## config.mk

```make
export PLATFORM = sky130hd
export DESIGN_NAME = serial_acia_registers
export DESIGN_NICKNAME = d
export VERILOG_FILES = /design/src/hdl/acia_pkg.sv /design/src/hdl/acia_core.sv /design/src/hdl/serial_acia_registers.sv
export SDC_FILE = /design/constraint.sdc
export NUM_CORES = 1
export LEC_CHECK = 0
export ABC_AREA = 1
export BUFFER_PORTS_ARGS = -buffer_cell sky130_fd_sc_hd__buf_2
export CAP_MARGIN = 20
export CORE_MARGIN = 2
export CORE_UTILIZATION = 50
export CTS_CLUSTER_SIZE = 28
export DETAILED_ROUTE_END_ITERATION = 8
export PLACE_DENSITY_LB_ADDON = 0.05
export SETUP_SLACK_MARGIN = 0.05
export SYNTH_ARGS = -nofsm -noshare
export SYNTH_HDL_FRONTEND = slang
export SYNTH_SLANG_ARGS = --single-unit
```

## constraint.sdc

```tcl
create_clock -name i_clk -period 2.1 [get_ports i_clk]
set_clock_uncertainty 0.1 [all_clocks]
set_input_delay 0.42 -clock i_clk [delete_from_list [all_inputs] [get_ports i_clk]]
set_output_delay 0.42 -clock i_clk [all_outputs]
set_load 0.03 [all_outputs]
```

## src/hdl/acia_pkg.sv

```systemverilog
// Shared types, constants and the interrupt recompute for the ACIA register block.
package acia_pkg;

    // Operation codes carried in the input tuser
    typedef enum logic [1:0] {
        OP_READ  = 2'd0,
        OP_WRITE = 2'd1,
        OP_TICK  = 2'd2
    } t_op;

    // Register addresses
    localparam logic ADDR_CTRL = 1'b0;
    localparam logic ADDR_DATA = 1'b1;

    // Status bits
    localparam logic [7:0] ST_RXFULL  = 8'h01;
    localparam logic [7:0] ST_TXEMPTY = 8'h02;
    localparam logic [7:0] ST_OVERRUN = 8'h20;
    localparam logic [7:0] ST_IRQ     = 8'h80;
    localparam logic [7:0] ST_IRQMASK = 8'h7F;

    // Control bits
    localparam logic [7:0] CT_IRQEN   = 8'h80;
    localparam logic [7:0] CT_TXMASK  = 8'h60;
    localparam logic [7:0] CT_TXIRQ   = 8'h20;
    localparam logic [7:0] CT_DIVMASK = 8'h03;

    // Stream widths
    localparam int IN_DATA_W  = 24;
    localparam int IN_USER_W  = 2;
    localparam int OUT_DATA_W = 24;

    // One input item
    typedef struct packed {
        t_op        operation;
        logic       address;
        logic [7:0] write_data;
        logic       rx_available;
        logic [7:0] rx_byte;
        logic       tx_clear;
    } t_item;

    // One result item
    typedef struct packed {
        logic [7:0] read_data;
        logic       tx_valid;
        logic [7:0] tx_byte;
        logic       irq;
    } t_result;

    // Outcome of an interrupt recompute
    typedef struct packed {
        logic [7:0] status;
        logic       irq;
    } t_irq_upd;

    // Recompute the status interrupt bit and the interrupt level
    function automatic t_irq_upd irq_update(input logic [7:0] status,
                                            input logic [7:0] control);
        t_irq_upd   res;
        logic [7:0] s;
        s = status & ST_IRQMASK;
        if (((s & ST_RXFULL) != 8'h00) && ((control & CT_IRQEN) != 8'h00))
            s = s | ST_IRQ;
        if (((s & ST_TXEMPTY) != 8'h00) && ((control & CT_TXMASK) == CT_TXIRQ))
            s = s | ST_IRQ;
        if (((control & CT_IRQEN) == 8'h00) || ((s & ST_IRQ) == 8'h00)) begin
            res.status = s & ST_IRQMASK;
            res.irq    = 1'b0;
        end else begin
            res.status = s;
            res.irq    = 1'b1;
        end
        return res;
    endfunction

endpackage

```

## src/hdl/acia_core.sv

```systemverilog
// Register state of the ACIA and the single-pass update for one beat.
module acia_core (
    input  logic             i_clk,
    input  logic             i_rst_n,
    input  logic             i_advance,
    input  logic             i_rx_enable,
    input  acia_pkg::t_item  i_item,
    output acia_pkg::t_result o_result
);
    import acia_pkg::*;

    logic [7:0] r_status, n_status;
    logic [7:0] r_control, n_control;
    logic [7:0] r_rx_byte, n_rx_byte;
    logic       r_in_reset, n_in_reset;
    logic       r_irq, n_irq;
    t_irq_upd   upd;

    // Next state and result for the item in the input register
    always_comb begin
        n_status   = r_status;
        n_control  = r_control;
        n_rx_byte  = r_rx_byte;
        n_in_reset = r_in_reset;
        n_irq      = r_irq;
        upd        = '0;
        o_result   = '0;
        case (i_item.operation)
            OP_READ: begin
                if (i_item.address == ADDR_CTRL) begin
                    o_result.read_data = r_in_reset ? 8'h00 : r_status;
                end else begin
                    upd       = irq_update(r_status & ~(ST_RXFULL | ST_OVERRUN), r_control);
                    n_status  = upd.status;
                    n_irq     = upd.irq;
                    o_result.read_data = r_rx_byte;
                end
            end
            OP_WRITE: begin
                if (i_item.address == ADDR_CTRL) begin
                    n_control = i_item.write_data;
                    if ((i_item.write_data & CT_DIVMASK) == CT_DIVMASK) begin
                        n_in_reset = 1'b1;
                    end else if (r_in_reset) begin
                        n_in_reset = 1'b0;
                        n_status   = ST_TXEMPTY;
                    end
                    upd      = irq_update(n_status, n_control);
                    n_status = upd.status;
                    n_irq    = upd.irq;
                end else begin
                    o_result.tx_valid = 1'b1;
                    o_result.tx_byte  = i_item.write_data;
                    upd      = irq_update(r_status & ~ST_TXEMPTY, r_control);
                    n_status = upd.status;
                    n_irq    = upd.irq;
                end
            end
            OP_TICK: begin
                // accept an offered byte when receive is enabled and not in reset, flag overrun if one was waiting
                if (i_item.rx_available && i_rx_enable && !r_in_reset) begin
                    if ((r_status & ST_RXFULL) != 8'h00)
                        n_status = n_status | ST_OVERRUN;
                    n_rx_byte = i_item.rx_byte;
                    n_status  = n_status | ST_RXFULL;
                end
                if (i_item.tx_clear)
                    n_status = n_status | ST_TXEMPTY;
                if (i_item.rx_available || i_item.tx_clear) begin
                    upd      = irq_update(n_status, r_control);
                    n_status = upd.status;
                    n_irq    = upd.irq;
                end
            end
            default: begin
                // unused code: no change
            end
        endcase
        o_result.irq = n_irq;
    end

    // State registers, updated as a beat moves to the result register
    always_ff @(posedge i_clk) begin
        if (!i_rst_n) begin
            r_status   <= ST_TXEMPTY;
            r_control  <= 8'h00;
            r_rx_byte  <= 8'h00;
            r_in_reset <= 1'b0;
            r_irq      <= 1'b0;
        end else if (i_advance) begin
            r_status   <= n_status;
            r_control  <= n_control;
            r_rx_byte  <= n_rx_byte;
            r_in_reset <= n_in_reset;
            r_irq      <= n_irq;
        end
    end

endmodule

```

## src/hdl/serial_acia_registers.sv

```systemverilog
// Top level of the ACIA register block: stream ports, input and result registers.
//
// A simplified 6850-style serial interface driven by a stream of beats, each a register
// read, a register write or a serial-side tick, and answering each with exactly one
// result beat (read data, transmit byte and interrupt level). A beat passes through an
// input register, one pass of update logic that also writes the device registers, and a
// result register; a new beat is taken every clock cycle, so the sustained rate is one
// beat per cycle, stalling only while the result register is full and not taken. The
// receive enable is set through the configuration port and should be written only while
// no beat is in flight.
module serial_acia_registers (
    input  logic                              i_clk,
    input  logic                              i_rst_n,
    // configuration: receive enable
    input  logic                              i_cfg_we,
    input  logic                              i_cfg_wdata,
    // input stream
    input  logic                              i_s_axis_tvalid,
    output logic                              o_s_axis_tready,
    // [0] address, [8:1] write_data, [9] rx_available, [17:10] rx_byte,
    // [18] tx_clear, [23:19] zero
    input  logic [acia_pkg::IN_DATA_W-1:0]    i_s_axis_tdata,
    // [1:0] operation
    input  logic [acia_pkg::IN_USER_W-1:0]    i_s_axis_tuser,
    // result stream
    output logic                              o_m_axis_tvalid,
    input  logic                              i_m_axis_tready,
    // [7:0] read_data, [8] tx_valid, [16:9] tx_byte, [17] irq, [23:18] zero
    output logic [acia_pkg::OUT_DATA_W-1:0]   o_m_axis_tdata
);
    import acia_pkg::*;

    logic    r_rx_enable;
    logic    r_in_valid;
    t_item   r_in;
    logic    r_out_valid;
    t_result r_out;
    t_result result;
    logic    advance;
    logic    accept;

    // Pipeline handshake
    assign advance         = r_in_valid && (!r_out_valid || i_m_axis_tready);
    assign o_s_axis_tready = !r_in_valid || advance;
    assign accept          = i_s_axis_tvalid && o_s_axis_tready;

    // Configuration register
    always_ff @(posedge i_clk) begin
        if (!i_rst_n) begin
            r_rx_enable <= 1'b0;
        end else if (i_cfg_we) begin
            r_rx_enable <= i_cfg_wdata;
        end
    end

    // Input register
    always_ff @(posedge i_clk) begin
        if (!i_rst_n) begin
            r_in_valid <= 1'b0;
        end else if (o_s_axis_tready) begin
            r_in_valid <= i_s_axis_tvalid;
        end
    end

    always_ff @(posedge i_clk) begin
        if (accept) begin
            r_in.operation    <= t_op'(i_s_axis_tuser[1:0]);
            r_in.address      <= i_s_axis_tdata[0];
            r_in.write_data   <= i_s_axis_tdata[8:1];
            r_in.rx_available <= i_s_axis_tdata[9];
            r_in.rx_byte      <= i_s_axis_tdata[17:10];
            r_in.tx_clear     <= i_s_axis_tdata[18];
        end
    end

    acia_core u_core (
        .i_clk       (i_clk),
        .i_rst_n     (i_rst_n),
        .i_advance   (advance),
        .i_rx_enable (r_rx_enable),
        .i_item      (r_in),
        .o_result    (result)
    );

    // Result register
    always_ff @(posedge i_clk) begin
        if (!i_rst_n) begin
            r_out_valid <= 1'b0;
        end else if (advance) begin
            r_out_valid <= 1'b1;
        end else if (i_m_axis_tready) begin
            r_out_valid <= 1'b0;
        end
    end

    always_ff @(posedge i_clk) begin
        if (advance) begin
            r_out <= result;
        end
    end

    assign o_m_axis_tvalid = r_out_valid;
    assign o_m_axis_tdata  = {6'd0, r_out.irq, r_out.tx_byte, r_out.tx_valid, r_out.read_data};

endmodule
```

==> impl_metrics.py, run 1 <==
metrics = {
    "place": {
        "dpl-instance-area_um2": 2680,
        "portBuffers": 46,
        "place_hpwl_um": 2990,
        "place_congestion": 0.897,
        "dpl.cell_count": 332,
        "dpl_worst_slack_ns": 0.224,
    },
    "clocking": {
        "clk_latency_ns": 0.33,
        "htree_levels": 3,
        "clock_path_buffers": 2,
        "cts-buffers-inserted": 9,
        "clkTransAtPathRegs_ns": 0.07,
        "cts_sinks": 59,
        "cts_tree": "yes",
        "ctsHoldBuffers": 0,
        "root_buffer": "clkbuf_8",
    },
    "final_layout": {
        "seq_area_um2": 1570,
        "fin_nets": 325,
        "diodes": 0,
        "layout_common_cells": "buf_2 (46), edfxtp_1 (39), inv_1 (35)",
        "area_growth_pct": 21.0,
        "fin_cells": 348,
        "final_common_cell": "buf_2",
        "design_area_um2": 2900,
        "drive_gt1_frac": 0.245,
        "fill_cells": 389,
        "final_util": 0.621,
        "multiInputGateArea_um2": 638,
    },
    "floorplanning": {
        "die_y_um": 73.2,
        "rows": 25,
        "core_area_um2": 4660,
        "dieArea_um2": 5360,
        "initial_core_util": 0.514,
        "fp.dieW_um": 73.2,
        "num_io_pins": 58,
    },
    "synthesis": {
        "syn_inst": 231,
        "yosysUniqueCellTypes": 23,
        "synth-seq-area-share": 0.657,
        "synth_seq_cells": 59,
        "netlist_area_um2": 2390,
        "avgSynthCellArea_um2": 10.4,
        "yosysWarnings": 0,
    },
    "timing": {
        "max_freq_ghz": 0.555,
        "fin_crit_ns": 1.80,
        "rsz0062_at_grt": "no",
        "finalWorstSetupSlack_ns": 0.298,
        "fin_crit_sh": 0.858,
        "slew_violations": 0,
        "fin_tns_setup_ns": 0,
        "whs_ns": 0.164,
        "setup_violations": 0,
        "hold_viol": 0,
    },
    "global_routing": {
        "grt_pass1_wl_um": 6780,
        "antenna_found_initial": 0,
        "overflow": 0,
        "grt_max_degree": 22,
        "grt_use_total": 0.175,
        "grt_pass1_vias": 1492,
    },
    "power": {
        "power_leakage_nw": 1.29,
        "power.density_nw_per_um2": 899,
        "total_power_mw": 2.60,
        "vdd_drop_max_mv": 0.526,
    },
    "critical_path": {
        "r2r_cells": 10,
        "setup.worst_path.end_class": "flop",
        "crit_type": "reg2reg",
        "rrSetupSlack_ns": 0.30,
        "r2r-end": "o_m_axis_tdata[17]",
        "r2r-start": "r_in[19]",
        "cp-start-kind": "flop",
        "critPathLaunch": "r_in[19]",
        "critPathRequiredTime_ns": 2.08,
        "worstSetupEndpoint": "o_m_axis_tdata[17]",
        "crit_arrival_ns": 1.78,
        "crit_path_max_fanout": 5,
    },
    "detailed_routing": {
        "viasPerCell": 4.67,
        "via_count": 1626,
        "wirelength_um": 4070,
        "drt_iter0_markers": 87,
        "avgRoutedWirePerCell_um": 11.7,
        "firstDrtPassIters": 4,
        "antenna_left": 0,
        "drc": 0,
    },
    "status": {
        "status": "finished, final reports clean",
    },
    "job": {
        "cap_violations": 0,
    },
    "worst_hold_path": {
        "hp-class": "in2reg",
    },
}
==> worst min-delay path by stage <==
stage	startpoint	end	slack, ns	cells after the start
global route	i_s_axis_tdata[11]	r_in[2]	0.15	1
CTS	i_s_axis_tuser[1]	r_in[20]	0.15	1
finish	i_s_axis_tdata[1]	r_in[10]	0.16	1
detailed placement	u_core.r_rx_byte[4]	u_core.r_rx_byte[4]	0.35	2
floorplan	u_core.r_rx_byte[2]	u_core.r_rx_byte[2]	0.33	2
global placement	u_core.r_rx_byte[6]	u_core.r_rx_byte[6]	0.34	2
==> power breakdown <==
part / leakage [nW] / switching [mW] / internal, mW / total, mW
Combinational: 0.644 / 0.137 / 0.0603 / 0.197
Clock: 0.103 / 0.434 / 0.663 / 1.10
Sequential: 0.545 / 0.0193 / 1.29 / 1.31
Total: 1.29 / 0.590 / 2.01 / 2.60
==> flip-flops by register name, summed over array words and instances (netlist names) <==
name	count
u_core.r_control	3
u_core.r_rx_byte	8
u_core.r_in_reset	1
r_in	21
r_in_valid	1
u_core.r_irq	1
r_rx_enable	1
u_core.r_status	4
o_m_axis_tvalid	1
o_m_axis_tdata	18
==> synthesized netlist by cell type, drive strengths merged <==
cell type,count,area (um2)
a211oi,2,15.0
inv,38,143
buf,7,56.3
nor3,3,26.3
nand2,33,124
conb,1,3.75
nor2,32,123
nand3,10,55.1
edfxtp,39,1170
o21ai,21,105
clkbuf,1,3.75
dfxtp,20,400
ha,4,50.1
a21oi,17,96.4
o31ai,2,15.0
nand4,1,6.26
==> worst max-delay path: stages (launching register included) <==
cell and delay [ns]:
edfxtp_1 0.38, inv_1 0.07, ha_1 0.21, nand2_1 0.16, inv_1 0.12, nand3_1 0.10
nand2_1 0.05, nor2_1 0.10, nand2_1 0.06, o21ai_1 0.16, inv_1 0.05
==> metal layers <==
metal / global-route usage / share of wire
met4: 0.105 / 0.020
met1: 0.227 / 0.47
met2: 0.257 / 0.46
met3: 0.0539 / 0.048
met5: 0 / 0
==> timing repair <==
action	4_1_cts	5_1_grt
resized for setup	0	1
buffers inserted	0	0
setup endpoints to repair	0	2
==> cells by family after synthesis <==
family                   share of synthesized area
other                                      0.00157
AO/OA/AOI/OAI                               0.0967
buffers and inverters                       0.0847
flip-flops                                   0.657
AND/OR/NAND/NOR                              0.140
adder cells (fa/ha/maj)                     0.0209
==> area by class of cell <==
cell class	count	share of cell area
sequential	59	0.543
timing repair buffer	50	0.0898
multi-input combinational	131	0.220
tap	54	0.0233
clock inverter	7	0.0320
inverter	38	0.0492
clock buffer	9	0.0428
(Power assumes the default switching activity.)
==> inputs of run 2 (changes only) <==
ABC_AREA = default   (was 1)
==> run 2 against run 1 <==
Effect of this change: first-iteration DRC count increased to 2.6 times the previous value; synthesized cell count decreased by 15%; wire length is 16% higher; largest power group unchanged; via count is 5.0% higher.
==> impl_metrics.py, run 2 <==
metrics = {
    "floorplanning": {
        "core_area_um2": 4750,
        "fp.dieW_um": 74.7,
        "rows": 25,
        "num_io_pins": 58,
        "dieArea_um2": 5570,
        "initial_core_util": 0.525,
        "die_y_um": 74.7,
    },
    "critical_path": {
        "cp_slowest_cell": "edfxtp_1",
        "critPathRequiredTime_ns": 2.23,
        "cp-start-kind": "flop",
        "crit_arrival_ns": 2.03,
        "r2r-start": "r_in[19]",
        "crit_type": "reg2reg",
        "slowest_delay_ns": 0.42,
        "crit_chain": "inv_1 -> ha_1 -> or3b_1 -> and4b_4 -> and2_4 -> a311oi_1",
        "setup.worst_path.end_class": "flop",
        "crit_path_max_fanout": 3,
        "critPathLaunch": "r_in[19]",
    },
    "final_layout": {
        "diodes": 0,
        "largest_register": "r_in",
        "drive_gt1_frac": 0.294,
        "area_growth_pct": 18.1,
        "largest_reg_flops": 21,
        "fin_nets": 286,
        "fill_cells": 398,
        "layout_common_cells": "buf_2 (46), edfxtp_1 (39), dfxtp_1 (20)",
        "fin_cells": 322,
        "final_common_cell": "buf_2",
    },
    "global_routing": {
        "grt_max_degree": 24,
        "grt_pass1_vias": 1576,
        "grt_use_total": 0.189,
        "antenna_found_initial": 0,
        "grt_pass1_wl_um": 7520,
        "overflow": 0,
    },
    "power": {
        "swShare": 0.254,
        "total_power_mw": 2.38,
        "power_frac_comb": 0.083,
        "power.density_nw_per_um2": 808,
        "p_int_mw": 1.78,
        "power_leakage_nw": 1.27,
        "p_seq_frac": 0.553,
        "clock_power_share": 0.364,
        "vdd_drop_max_mv": 0.542,
        "power.switching_mw": 0.604,
    },
    "clocking": {
        "htree_levels": 3,
        "clk_latency_ns": 0.33,
        "clock_path_buffers": 2,
        "cts_resized": 0,
        "root_buffer": "clkbuf_8",
        "cts_tree": "yes",
        "cts-buffers-inserted": 9,
        "clkTransAtPathRegs_ns": 0.07,
        "ctsHoldBuffers": 0,
        "post-cts-setup-buffers": 0,
        "cts_sinks": 59,
    },
    "synthesis": {
        "avgSynthCellArea_um2": 12.7,
        "synth_edf_count": 39,
        "synth_seq_cells": 59,
        "synth-seq-area-share": 0.630,
        "synth_area_leader_cell": "edfxtp_1",
        "yosys_most_used_dff": "edfxtp_1",
        "synth_commonest_cells": "edfxtp_1 (39), dfxtp_1 (20), nor2_1 (18)",
        "yosysTopAreaCellShare": 0.469,
        "synth_area_leaders": "edfxtp_1 (47%), dfxtp_1 (16%), mux2i_1 (5.6%), and3_1 (3.3%), nor2_1 (2.7%)",
        "syn_inst": 196,
        "async_reset_ff_frac": 0,
        "yosysWarnings": 0,
        "netlist_area_um2": 2500,
        "yosysMostFrequentCell": "edfxtp_1",
        "yosysUniqueCellTypes": 48,
    },
    "timing": {
        "fin_crit_ns": 1.89,
        "relSlewSlack": 0.347,
        "max_freq_ghz": 0.528,
        "hold_viol": 0,
        "finalWorstSetupSlack_ns": 0.207,
        "fin_crit_sh": 0.901,
        "setup_violations": 0,
        "tightestPinTransition_ns": 0.979,
        "rsz0062_at_grt": "no",
        "slew_violations": 0,
        "fin_tns_setup_ns": 0,
    },
    "job": {
        "cap_violations": 0,
    },
    "detailed_routing": {
        "via_count": 1707,
        "avgRoutedWirePerCell_um": 14.6,
        "antenna_left": 0,
        "wirelength_um": 4700,
        "firstDrtPassIters": 4,
        "drc": 0,
        "drt_iter0_markers": 224,
        "viasPerCell": 5.30,
    },
    "place": {
        "dpl.cell_count": 306,
        "place_congestion": 0.914,
        "dpl_worst_slack_ns": 0.140,
        "place_hpwl_um": 3350,
        "portBuffers": 46,
    },
    "worst_hold_path": {
        "hp-class": "in2reg",
        "holdCritStartpoint": "i_s_axis_tdata[12]",
    },
    "status": {
        "status": "finished, final reports clean",
    },
}
[run 2: cell type report]
cell class / instances / area [um2] / area share
Timing Repair Buffer: 53 / 283 / 0.0959
Multi-Input combinational cell: 121 / 818 / 0.278
Clock inverter: 7 / 45.0 / 0.0153
Sequential cell: 59 / 1570 / 0.533
Inverter: 6 / 22.5 / 0.00764
Clock buffer: 9 / 124 / 0.0420
Tap cell: 67 / 83.8 / 0.0284
[run 2: final timing paths]
kind | end | slack (ns) | depth (start not counted)
setup / recovery | u_core.r_status[7] | 0.21 | 6
hold reg to reg | u_core.r_status[5] | 0.36 | 2
hold / removal | r_in[3] | 0.16 | 1
setup reg to reg | u_core.r_status[7] | 0.21 | 6
[run 2: power groups by stage]
| stage | logic (mW) | clock network, mW | registers, mW |
|---|---|---|---|
| finish | 0.199 | 0.867 | 1.32 |
| global route | 0.217 | 0.934 | 1.32 |
| CTS | 0.198 | 0.880 | 1.32 |
| detailed placement | 0.197 | 0 | 1.34 |
| global placement | 0.195 | 0 | 1.34 |
| floorplan | 0.110 | 0 | 1.37 |
[run 2: cells by family (layout without fill, tap and decap cells)]
kind of cell             count (synthesis)  in the layout  share of synthesized area
other                                    1              6                    0.00150
multiplexers                            14             14                     0.0561
adder cells (fa/ha/maj)                  4              4                     0.0201
flip-flops                              59             59                      0.630
AND/OR/NAND/NOR                         72             72                      0.169
buffers and inverters                   21             75                     0.0501
AO/OA/AOI/OAI                           25             25                     0.0732
[run 2: stage by stage]
step	hold WS [ns]	utilization	cell area, um2
after floorplan	0.333	-	2510
after global placement	0.352	0.584	2780
after detailed placement	0.361	0.584	2780
after CTS	0.144	0.620	2950
after global routing	0.133	0.620	2950
final	0.157	0.620	2950
[run 2: critical path, delay by kind of cell (launching register included)]
kind                     cells  cell delay (ns)
buffers and inverters        1             0.10
AO/OA/AOI/OAI                1             0.28
adder cells (fa/ha/maj)      1             0.17
flip-flops                   1             0.42
AND/OR/NAND/NOR              3             0.74
[run 2: layer usage]
| metal | wire [um] | global-route usage | share of wire | vias up |
|---|---|---|---|---|
| met3 | 306 | 0.0643 | 0.065 | 9 |
| met5 | 0 | 0 | 0 | - |
| met1 | 2020 | 0.242 | 0.43 | 803 |
| met2 | 2280 | 0.288 | 0.49 | 77 |
| li1 | - | - | - | 818 |
| met4 | 93 | 0.0952 | 0.020 | 0 |
